### config.mk
export PLATFORM = sky130hd
export DESIGN_NAME = rotary_knob_setpoint_adjust
export DESIGN_NICKNAME = d
export VERILOG_FILES = /design/src/rtl/core/rksa_pkg.sv /design/src/rtl/core/rksa_cfg_regs.sv /design/src/rtl/core/rksa_adjust.sv /design/src/rtl/core/rotary_knob_setpoint_adjust.sv
export SDC_FILE = /design/constraint.sdc
export NUM_CORES = 1
export LEC_CHECK = 0
export BUFFER_PORTS_ARGS = -buffer_cell sky130_fd_sc_hd__clkbuf_2
export CORE_UTILIZATION = 47
export DETAILED_ROUTE_END_ITERATION = 7
export GPL_ROUTABILITY_DRIVEN = 0
export PLACE_DENSITY_LB_ADDON = 0.12
export SLEW_MARGIN = 10
export SYNTH_ARGS = -nofsm -noshare
export SYNTH_HDL_FRONTEND = slang
export SYNTH_SLANG_ARGS = --single-unit
### constraint.sdc
create_clock -name clk -period 8.3 [get_ports clk]
set_input_delay 0.83 -clock clk [delete_from_list [all_inputs] [get_ports clk]]
set_output_delay 0.83 -clock clk [all_outputs]
set_load 0.01 [all_outputs]
### src/rtl/core/rksa_pkg.sv
package rksa_pkg;

  localparam int unsigned LIMIT_W = 16;
  localparam int unsigned TEMP_W  = 10;
  localparam int unsigned POWER_W = 8;
  localparam int unsigned CFG_W   = 16;
  localparam int unsigned IDX_W   = 8;

  localparam logic [IDX_W-1:0] REG_PRESCALE_LIMIT = 8'd0;
  localparam logic [IDX_W-1:0] REG_TEMP_MIN       = 8'd1;
  localparam logic [IDX_W-1:0] REG_TEMP_MAX       = 8'd2;
  localparam logic [IDX_W-1:0] REG_POWER_MAX      = 8'd3;

  localparam logic [LIMIT_W-1:0] RST_PRESCALE_LIMIT = 16'd400;
  localparam logic [TEMP_W-1:0]  RST_TEMP_MIN       = 10'd84;
  localparam logic [TEMP_W-1:0]  RST_TEMP_MAX       = 10'd424;
  localparam logic [POWER_W-1:0] RST_POWER_MAX      = 8'd100;
  localparam logic [TEMP_W-1:0]  RST_TEMP_SETTING   = 10'd84;

  localparam logic [2:0] MODE_TEMP_SINGLE  = 3'd1;
  localparam logic [2:0] MODE_TEMP_DUAL    = 3'd2;
  localparam logic [2:0] MODE_POWER_SINGLE = 3'd3;
  localparam logic [2:0] MODE_POWER_DUAL   = 3'd4;

  localparam logic [1:0] DIR_HOLD  = 2'd0;
  localparam logic [1:0] DIR_PLUS  = 2'd1;
  localparam logic [1:0] DIR_MINUS = 2'd2;

  typedef struct packed {
    logic [LIMIT_W-1:0] prescale_limit;
    logic [TEMP_W-1:0]  temp_min;
    logic [TEMP_W-1:0]  temp_max;
    logic [POWER_W-1:0] power_max;
  } cfg_t;

  typedef struct packed {
    logic       a_level;
    logic       b_level;
    logic [2:0] screen_mode;
    logic       temp_channel;
    logic       power_channel;
    logic       temp_lock_ch0;
    logic       temp_lock_ch1;
    logic       power_lock_ch0;
    logic       power_lock_ch1;
  } item_t;

  typedef struct packed {
    logic [TEMP_W-1:0]  temp_out_ch0;
    logic [TEMP_W-1:0]  temp_out_ch1;
    logic [POWER_W-1:0] power_out_ch0;
    logic [POWER_W-1:0] power_out_ch1;
    logic               acted;
    logic [1:0]         step_dir;
  } result_t;

endpackage

### src/rtl/core/rksa_cfg_regs.sv
module rksa_cfg_regs (
  input  logic                            clk,
  input  logic                            rst,
  input  logic                            cfg_we,
  input  logic [rksa_pkg::IDX_W-1:0]      cfg_index,
  input  logic [rksa_pkg::CFG_W-1:0]      cfg_data,
  output rksa_pkg::cfg_t                  cfg
);

  always_ff @(posedge clk) begin
    if (rst) begin
      cfg.prescale_limit <= rksa_pkg::RST_PRESCALE_LIMIT;
      cfg.temp_min       <= rksa_pkg::RST_TEMP_MIN;
      cfg.temp_max       <= rksa_pkg::RST_TEMP_MAX;
      cfg.power_max      <= rksa_pkg::RST_POWER_MAX;
    end else if (cfg_we) begin
      unique case (cfg_index)
        rksa_pkg::REG_PRESCALE_LIMIT: cfg.prescale_limit <= cfg_data;
        rksa_pkg::REG_TEMP_MIN:       cfg.temp_min  <= cfg_data[rksa_pkg::TEMP_W-1:0];
        rksa_pkg::REG_TEMP_MAX:       cfg.temp_max  <= cfg_data[rksa_pkg::TEMP_W-1:0];
        rksa_pkg::REG_POWER_MAX:      cfg.power_max <= cfg_data[rksa_pkg::POWER_W-1:0];
        default: ;
      endcase
    end
  end

endmodule

### src/rtl/core/rksa_adjust.sv
module rksa_adjust (
  input  logic              clk,
  input  logic              rst,
  input  rksa_pkg::cfg_t    cfg,
  input  logic              go,
  input  rksa_pkg::item_t   item,
  output rksa_pkg::result_t res
);

  typedef enum logic [1:0] {
    SEL_NONE,
    SEL_TEMP,
    SEL_POWER
  } sel_t;

  logic [rksa_pkg::LIMIT_W-1:0] tick_counter;
  logic [rksa_pkg::LIMIT_W-1:0] tick_counter_next;
  logic                         prev_a;
  logic                         prev_a_next;
  logic [rksa_pkg::TEMP_W-1:0]  temp_setting [2];
  logic [rksa_pkg::POWER_W-1:0] power_setting [2];
  logic [rksa_pkg::TEMP_W-1:0]  temp_cur;
  logic [rksa_pkg::TEMP_W-1:0]  temp_next;
  logic [rksa_pkg::POWER_W-1:0] power_cur;
  logic [rksa_pkg::POWER_W-1:0] power_next;
  logic                         acted;
  logic                         acted_next;
  logic [1:0]                   step_dir;
  logic [1:0]                   dir_next;
  sel_t                         sel;
  logic                         ch;

  always_comb begin
    sel = SEL_NONE;
    ch  = 1'b0;
    if (!item.temp_lock_ch0 && item.screen_mode == rksa_pkg::MODE_TEMP_SINGLE) begin
      sel = SEL_TEMP;
    end else if (!item.temp_lock_ch0 && item.screen_mode == rksa_pkg::MODE_TEMP_DUAL &&
                 !item.temp_channel) begin
      sel = SEL_TEMP;
    end else if (!item.temp_lock_ch1 && item.screen_mode == rksa_pkg::MODE_TEMP_DUAL &&
                 item.temp_channel) begin
      sel = SEL_TEMP;
      ch  = 1'b1;
    end else if (!item.power_lock_ch0 &&
                 item.screen_mode == rksa_pkg::MODE_POWER_SINGLE) begin
      sel = SEL_POWER;
    end else if (!item.power_lock_ch0 && item.screen_mode == rksa_pkg::MODE_POWER_DUAL &&
                 !item.power_channel) begin
      sel = SEL_POWER;
    end else if (!item.power_lock_ch1 && item.screen_mode == rksa_pkg::MODE_POWER_DUAL &&
                 item.power_channel) begin
      sel = SEL_POWER;
      ch  = 1'b1;
    end
  end

  always_comb begin
    acted_next        = 1'b0;
    dir_next          = rksa_pkg::DIR_HOLD;
    prev_a_next       = prev_a;
    tick_counter_next = tick_counter + 1'b1;
    if (tick_counter >= cfg.prescale_limit) begin
      tick_counter_next = '0;
      acted_next        = 1'b1;
      if (sel != SEL_NONE && item.a_level != prev_a) begin
        prev_a_next = item.a_level;
        dir_next    = (item.b_level != item.a_level) ? rksa_pkg::DIR_MINUS
                                                     : rksa_pkg::DIR_PLUS;
      end
    end
  end

  always_comb begin
    temp_cur   = temp_setting[ch];
    power_cur  = power_setting[ch];
    temp_next  = temp_cur;
    power_next = power_cur;
    if (dir_next == rksa_pkg::DIR_MINUS && temp_cur > cfg.temp_min) begin
      temp_next = temp_cur - 1'b1;
    end else if (dir_next == rksa_pkg::DIR_PLUS && temp_cur < cfg.temp_max) begin
      temp_next = temp_cur + 1'b1;
    end
    if (dir_next == rksa_pkg::DIR_MINUS && power_cur != '0) begin
      power_next = power_cur - 1'b1;
    end else if (dir_next == rksa_pkg::DIR_PLUS && power_cur < cfg.power_max) begin
      power_next = power_cur + 1'b1;
    end
  end

  always_ff @(posedge clk) begin
    if (rst) begin
      tick_counter     <= '0;
      prev_a           <= 1'b0;
      temp_setting[0]  <= rksa_pkg::RST_TEMP_SETTING;
      temp_setting[1]  <= rksa_pkg::RST_TEMP_SETTING;
      power_setting[0] <= '0;
      power_setting[1] <= '0;
      acted            <= 1'b0;
      step_dir         <= rksa_pkg::DIR_HOLD;
    end else if (go) begin
      tick_counter <= tick_counter_next;
      prev_a       <= prev_a_next;
      acted        <= acted_next;
      step_dir     <= dir_next;
      if (sel == SEL_TEMP && acted_next) begin
        temp_setting[ch] <= temp_next;
      end
      if (sel == SEL_POWER && acted_next) begin
        power_setting[ch] <= power_next;
      end
    end
  end

  assign res.temp_out_ch0  = temp_setting[0];
  assign res.temp_out_ch1  = temp_setting[1];
  assign res.power_out_ch0 = power_setting[0];
  assign res.power_out_ch1 = power_setting[1];
  assign res.acted         = acted;
  assign res.step_dir      = step_dir;

endmodule

### src/rtl/core/rotary_knob_setpoint_adjust.sv
// Rotary knob setpoint adjuster with quadrature decoding.
// Input channel (in_valid/in_stall): one transaction per tick, carrying the
// sampled encoder pins, screen mode, active channels and lock flags.
// Output channel (out_valid/out_stall): one transaction per input tick with
// all four setpoints after the tick, the prescaler acting flag and the step.
// Config port: cfg_we writes cfg_data to register cfg_index (0 prescale
// limit, 1 temp min, 2 temp max, 3 power max); other indexes are ignored.
// Flow: a tick is captured in the input register, then the setpoint state
// and result register are updated once the output can advance; the result is
// presented from those registers. Throughput: one tick per cycle while out_stall
// is low, set by the single compare and saturating step on the setpoint state.
// Reset clears both pipeline stages, the tick counter and previous A, loads
// the register defaults and sets temperatures to 84 and powers to 0.
// While out_stall is high the result holds; one more tick is taken into the
// input register if it is empty, after which in_stall rises until the result is taken.
module rotary_knob_setpoint_adjust (
  input  logic                             clk,
  input  logic                             rst,
  input  logic                             in_valid,
  output logic                             in_stall,
  input  logic                             a_level,
  input  logic                             b_level,
  input  logic [2:0]                       screen_mode,
  input  logic                             temp_channel,
  input  logic                             power_channel,
  input  logic                             temp_lock_ch0,
  input  logic                             temp_lock_ch1,
  input  logic                             power_lock_ch0,
  input  logic                             power_lock_ch1,
  output logic                             out_valid,
  input  logic                             out_stall,
  output logic [rksa_pkg::TEMP_W-1:0]      temp_out_ch0,
  output logic [rksa_pkg::TEMP_W-1:0]      temp_out_ch1,
  output logic [rksa_pkg::POWER_W-1:0]     power_out_ch0,
  output logic [rksa_pkg::POWER_W-1:0]     power_out_ch1,
  output logic                             acted,
  output logic [1:0]                       step_dir,
  input  logic                             cfg_we,
  input  logic [rksa_pkg::IDX_W-1:0]       cfg_index,
  input  logic [rksa_pkg::CFG_W-1:0]       cfg_data
);

  rksa_pkg::cfg_t    cfg;
  rksa_pkg::item_t   item;
  rksa_pkg::result_t res;
  logic              item_valid;
  logic              advance;
  logic              go;

  assign advance  = !out_valid || !out_stall;
  assign go       = item_valid && advance;
  assign in_stall = item_valid && !advance;

  always_ff @(posedge clk) begin
    if (rst) begin
      item_valid <= 1'b0;
      out_valid  <= 1'b0;
    end else begin
      if (!in_stall) begin
        item_valid <= in_valid;
      end
      if (advance) begin
        out_valid <= item_valid;
      end
    end
  end

  always_ff @(posedge clk) begin
    if (in_valid && !in_stall) begin
      item.a_level        <= a_level;
      item.b_level        <= b_level;
      item.screen_mode    <= screen_mode;
      item.temp_channel   <= temp_channel;
      item.power_channel  <= power_channel;
      item.temp_lock_ch0  <= temp_lock_ch0;
      item.temp_lock_ch1  <= temp_lock_ch1;
      item.power_lock_ch0 <= power_lock_ch0;
      item.power_lock_ch1 <= power_lock_ch1;
    end
  end

  rksa_cfg_regs u_cfg_regs (
    .clk       (clk),
    .rst       (rst),
    .cfg_we    (cfg_we),
    .cfg_index (cfg_index),
    .cfg_data  (cfg_data),
    .cfg       (cfg)
  );

  rksa_adjust u_adjust (
    .clk  (clk),
    .rst  (rst),
    .cfg  (cfg),
    .go   (go),
    .item (item),
    .res  (res)
  );

  assign temp_out_ch0  = res.temp_out_ch0;
  assign temp_out_ch1  = res.temp_out_ch1;
  assign power_out_ch0 = res.power_out_ch0;
  assign power_out_ch1 = res.power_out_ch1;
  assign acted         = res.acted;
  assign step_dir      = res.step_dir;

endmodule

==> PnR_summary.wiki <==
{| class="wikitable"
! Metric !! Value
|-
| Initial antenna violation count || 0
|-
| Number of clock sinks || 113
|-
| PostCTS Resize Cnt || 0
|-
| Clock skew || 8.01 ps
|-
| Antenna Violating Nets Remaining || 0
|-
| Setup total negative slack || 0 ps
|-
| Number of input and output port buffers inserted || 80
|-
| Clock latency on the worst-skew pair || 420 ps
|-
| Cell chosen for the clock root || sky130_fd_sc_hd__clkbuf_16
|-
| Share of post-route cells with drive strength above 1 || 0.175
|-
| Drt drc || 0
|-
| Worst Setup Start Kind || flip-flop
|-
| Cell area power density || 181 nW/um2
|-
| Commonest non-fill, non-tap cell in the layout || sky130_fd_sc_hd__nor2_1
|-
| Number of filler instances in the final layout || 1247
|-
| Crit path time final || 4460 ps
|-
| Number of hold violations in the final report || 0
|-
| Total core area || 13500 um2
|-
| DPL Wire Length || 12300 um
|-
| Number of antenna cells inserted || 0
|-
| I/O pin count || 81
|-
| Total Die Area || 14400 um2
|-
| Final Power || 1.39 mW
|-
| CTS tree || yes
|-
| Die height || 120 um
|-
| Starting density of the core || 0.488
|-
| DR pass1 iterations || 5
|-
| Max Fclk || 0.224 GHz
|-
| Post-CTS Hold Fix Bufs || 0
|-
| Cell type contributing the most total cell area after synthesis || sky130_fd_sc_hd__edfxtp_1
|-
| WL/cell || 16.8 um
|-
| Ys async rst share || 0
|-
| Critical path peak fanout || 28
|-
| Number of warnings printed during yosys synthesis || 0
|-
| Post-route cell area || 7670 um2
|-
| Number of global-route vias before repair || 5392
|-
| Result of the run || finished, final reports clean
|-
| Maximum vdd ir drop || 0.114 mV
|-
| NumNets Final || 872
|-
| Detailed-route via count || 5453
|-
| Maximum number of pins on one net before global-route repair || 62
|-
| Vias per std cell || 5.58
|-
| Post-route fraction of the period consumed by the critical path || 0.538
|-
| Max-slew violation total from the final report || 0
|-
| Highest-count cells in the layout ignoring fill and taps || 117 x sky130_fd_sc_hd__nor2_1, 80 x sky130_fd_sc_hd__clkbuf_2, 66 x sky130_fd_sc_hd__dfxtp_1
|-
| Unrepaired setup endpoints after global routing || false
|-
| Leading cell types by total area after synthesis || sky130_fd_sc_hd__edfxtp_1 21%, sky130_fd_sc_hd__dfxtp_1 20%, sky130_fd_sc_hd__ha_1 8.4%
|-
| Kind of critical path || flip-flop to flip-flop
|-
| Slew at the pin closest to its max-slew limit || 887 ps
|-
| Die X || 120 um
|-
| Wire length reported by the detailed router || 16400 um
|-
| Number of DRC violations after detailed-routing iteration 0 || 365
|-
| Number of maximum-capacitance violations || 0
|-
| Htree depth || 4
|-
| Post-synthesis net count || 793
|-
| Worst EP arrival || 4600 ps
|-
| Avg Inst Size Synth || 9.26 um2
|-
| First-pass GRT wire length || 26700 um
|-
| Number of synthesized flops with an enable pin || 47
|-
| Std-Cell Rows || 42
|-
| Bufs on Longest Clock Path || 2
|-
| Number of buffers created by CTS || 17
|-
| Top_reg_cell synth || sky130_fd_sc_hd__dfxtp_1
|-
| Type of destination of the critical path || flip-flop
|-
| Lkg Pwr || 3.21 nW
|-
| Register area share after synthesis || 0.416
|-
| Post-synth top area share || 0.215
|-
| Synthesized instance count || 709
|-
| Setup fix buffers added after clock tree synthesis || 0
|-
| Hold Path Class || flip-flop to flip-flop
|-
| Placed standard-cell area || 7110 um2
|-
| Total of endpoints with negative setup slack in the final report || 0
|-
| Synth-to-layout area growth || 16.9%
|-
| WP data required || 8440 ps
|-
| Seq cells post-synth || 113
|-
| Worst-path clk slew || 60 ps
|-
| Cell area after synthesis || 6570 um2
|-
| Global router's overall resource usage || 0.241
|-
| Global route overflow || 0
|-
| Relative slew margins || 0.407
|-
| Unique cell type count in the Yosys netlist || 78
|}
==> layout make-up <==
type | instances | area, um2 | share of cell area
Inverter | 66 | 248 | 0.0323
Clock buffer | 18 | 439 | 0.0572
Multi-Input combinational cell | 507 | 3480 | 0.454
Sequential cell | 113 | 2730 | 0.356
Timing Repair Buffer | 83 | 423 | 0.0551
Tap cell | 176 | 220 | 0.0287
Clock inverter | 14 | 130 | 0.0170
==> final timing paths <==
| path | from | endpoint | cells after the start | slack, ps |
|---|---|---|---|---|
| worst max register to register | item[6] | u_adjust.temp_setting[1][6] | 15 | 3840 |
| worst min-delay path | u_adjust.step_dir[0] | u_adjust.step_dir[0] | 2 | 460 |
| worst max-delay path | item[6] | u_adjust.temp_setting[1][6] | 15 | 3840 |
| worst min register to register | u_adjust.step_dir[0] | u_adjust.step_dir[0] | 2 | 460 |
==> cell usage after synthesis (7+ instances only) <==
master                     number
sky130_fd_sc_hd__xor2_1        11
sky130_fd_sc_hd__o21ai_0        8
sky130_fd_sc_hd__a211oi_1      10
sky130_fd_sc_hd__nand3_1       21
sky130_fd_sc_hd__ha_1          44
sky130_fd_sc_hd__a211o_1       13
sky130_fd_sc_hd__nand2_1       38
sky130_fd_sc_hd__dfxtp_1       66
sky130_fd_sc_hd__nand4_1       15
sky130_fd_sc_hd__xnor2_1       22
sky130_fd_sc_hd__nand2b_1      12
sky130_fd_sc_hd__nor2_1       117
sky130_fd_sc_hd__nor2b_1        7
sky130_fd_sc_hd__and2_1         8
sky130_fd_sc_hd__edfxtp_1      47
sky130_fd_sc_hd__a21oi_1       24
sky130_fd_sc_hd__inv_1         65
sky130_fd_sc_hd__clkbuf_1      17
sky130_fd_sc_hd__mux2i_1       38
sky130_fd_sc_hd__nor3_1        12
sky130_fd_sc_hd__o21ai_1        7
sky130_fd_sc_hd__and3_1         8
==> layer usage <==
| metal | wire length, um | global-route usage | vias up |
|---|---|---|---|
| met4 | 344 | 0.106 | 0 |
| met3 | 738 | 0.0429 | 26 |
| met5 | 0 | 0 | - |
| met2 | 8210 | 0.410 | 155 |
| met1 | 7150 | 0.297 | 2606 |
| li1 | - | - | 2666 |
==> kinds of logic after synthesis <==
kind of cell / share of synthesized area
adders and majority gates: 0.0839
muxes: 0.0619
and+or+nand+nor: 0.213
xor gates and xnor gates: 0.0440
AOI/OAI and AO/OA: 0.127
DFF: 0.416
buffers and inverters: 0.0541
==> flip-flops by register name, summed over array words and instances (netlist names) <==
name and cells:
u_adjust.tick_counter 16, u_adjust.step_dir 2, out_valid 1, u_adjust.acted 1
u_cfg_regs.cfg 44, u_adjust.power_setting 16, u_adjust.prev_a 1, item_valid 1
u_adjust.temp_setting 20, item 11
==> worst max-delay path, cell delays in order, from the launching register on <==
cell	delay [ps]
sky130_fd_sc_hd__edfxtp_1	460
sky130_fd_sc_hd__nor3b_2	310
sky130_fd_sc_hd__nand3b_2	250
sky130_fd_sc_hd__nand2_4	390
sky130_fd_sc_hd__mux2i_1	320
sky130_fd_sc_hd__inv_1	140
sky130_fd_sc_hd__ha_1	310
sky130_fd_sc_hd__and3_1	150
sky130_fd_sc_hd__nand3_1	130
sky130_fd_sc_hd__a221oi_1	260
sky130_fd_sc_hd__a21oi_1	150
sky130_fd_sc_hd__or3b_1	470
sky130_fd_sc_hd__a31oi_4	370
sky130_fd_sc_hd__o32ai_1	170
sky130_fd_sc_hd__xnor2_1	200
sky130_fd_sc_hd__nand2_1	70
==> through the flow <==
stage,utilization,hold slack [ps],setup WS [ps],std cells
6_report,0.570,459,3840,977
3_5_place_dp,0.528,449,3880,945
2_1_floorplan,-,435,4630,709
5_1_grt,0.570,479,3580,977
3_3_place_gp,0.528,447,4120,945
4_1_cts,0.570,462,3880,977
==> power breakdown <==
group	switching, mW	internal (mW)
Sequential	0.0105	0.589
Combinational	0.0589	0.0360
Clock	0.273	0.422
Total	0.342	1.05
Power figures use the tool's default switching activity.
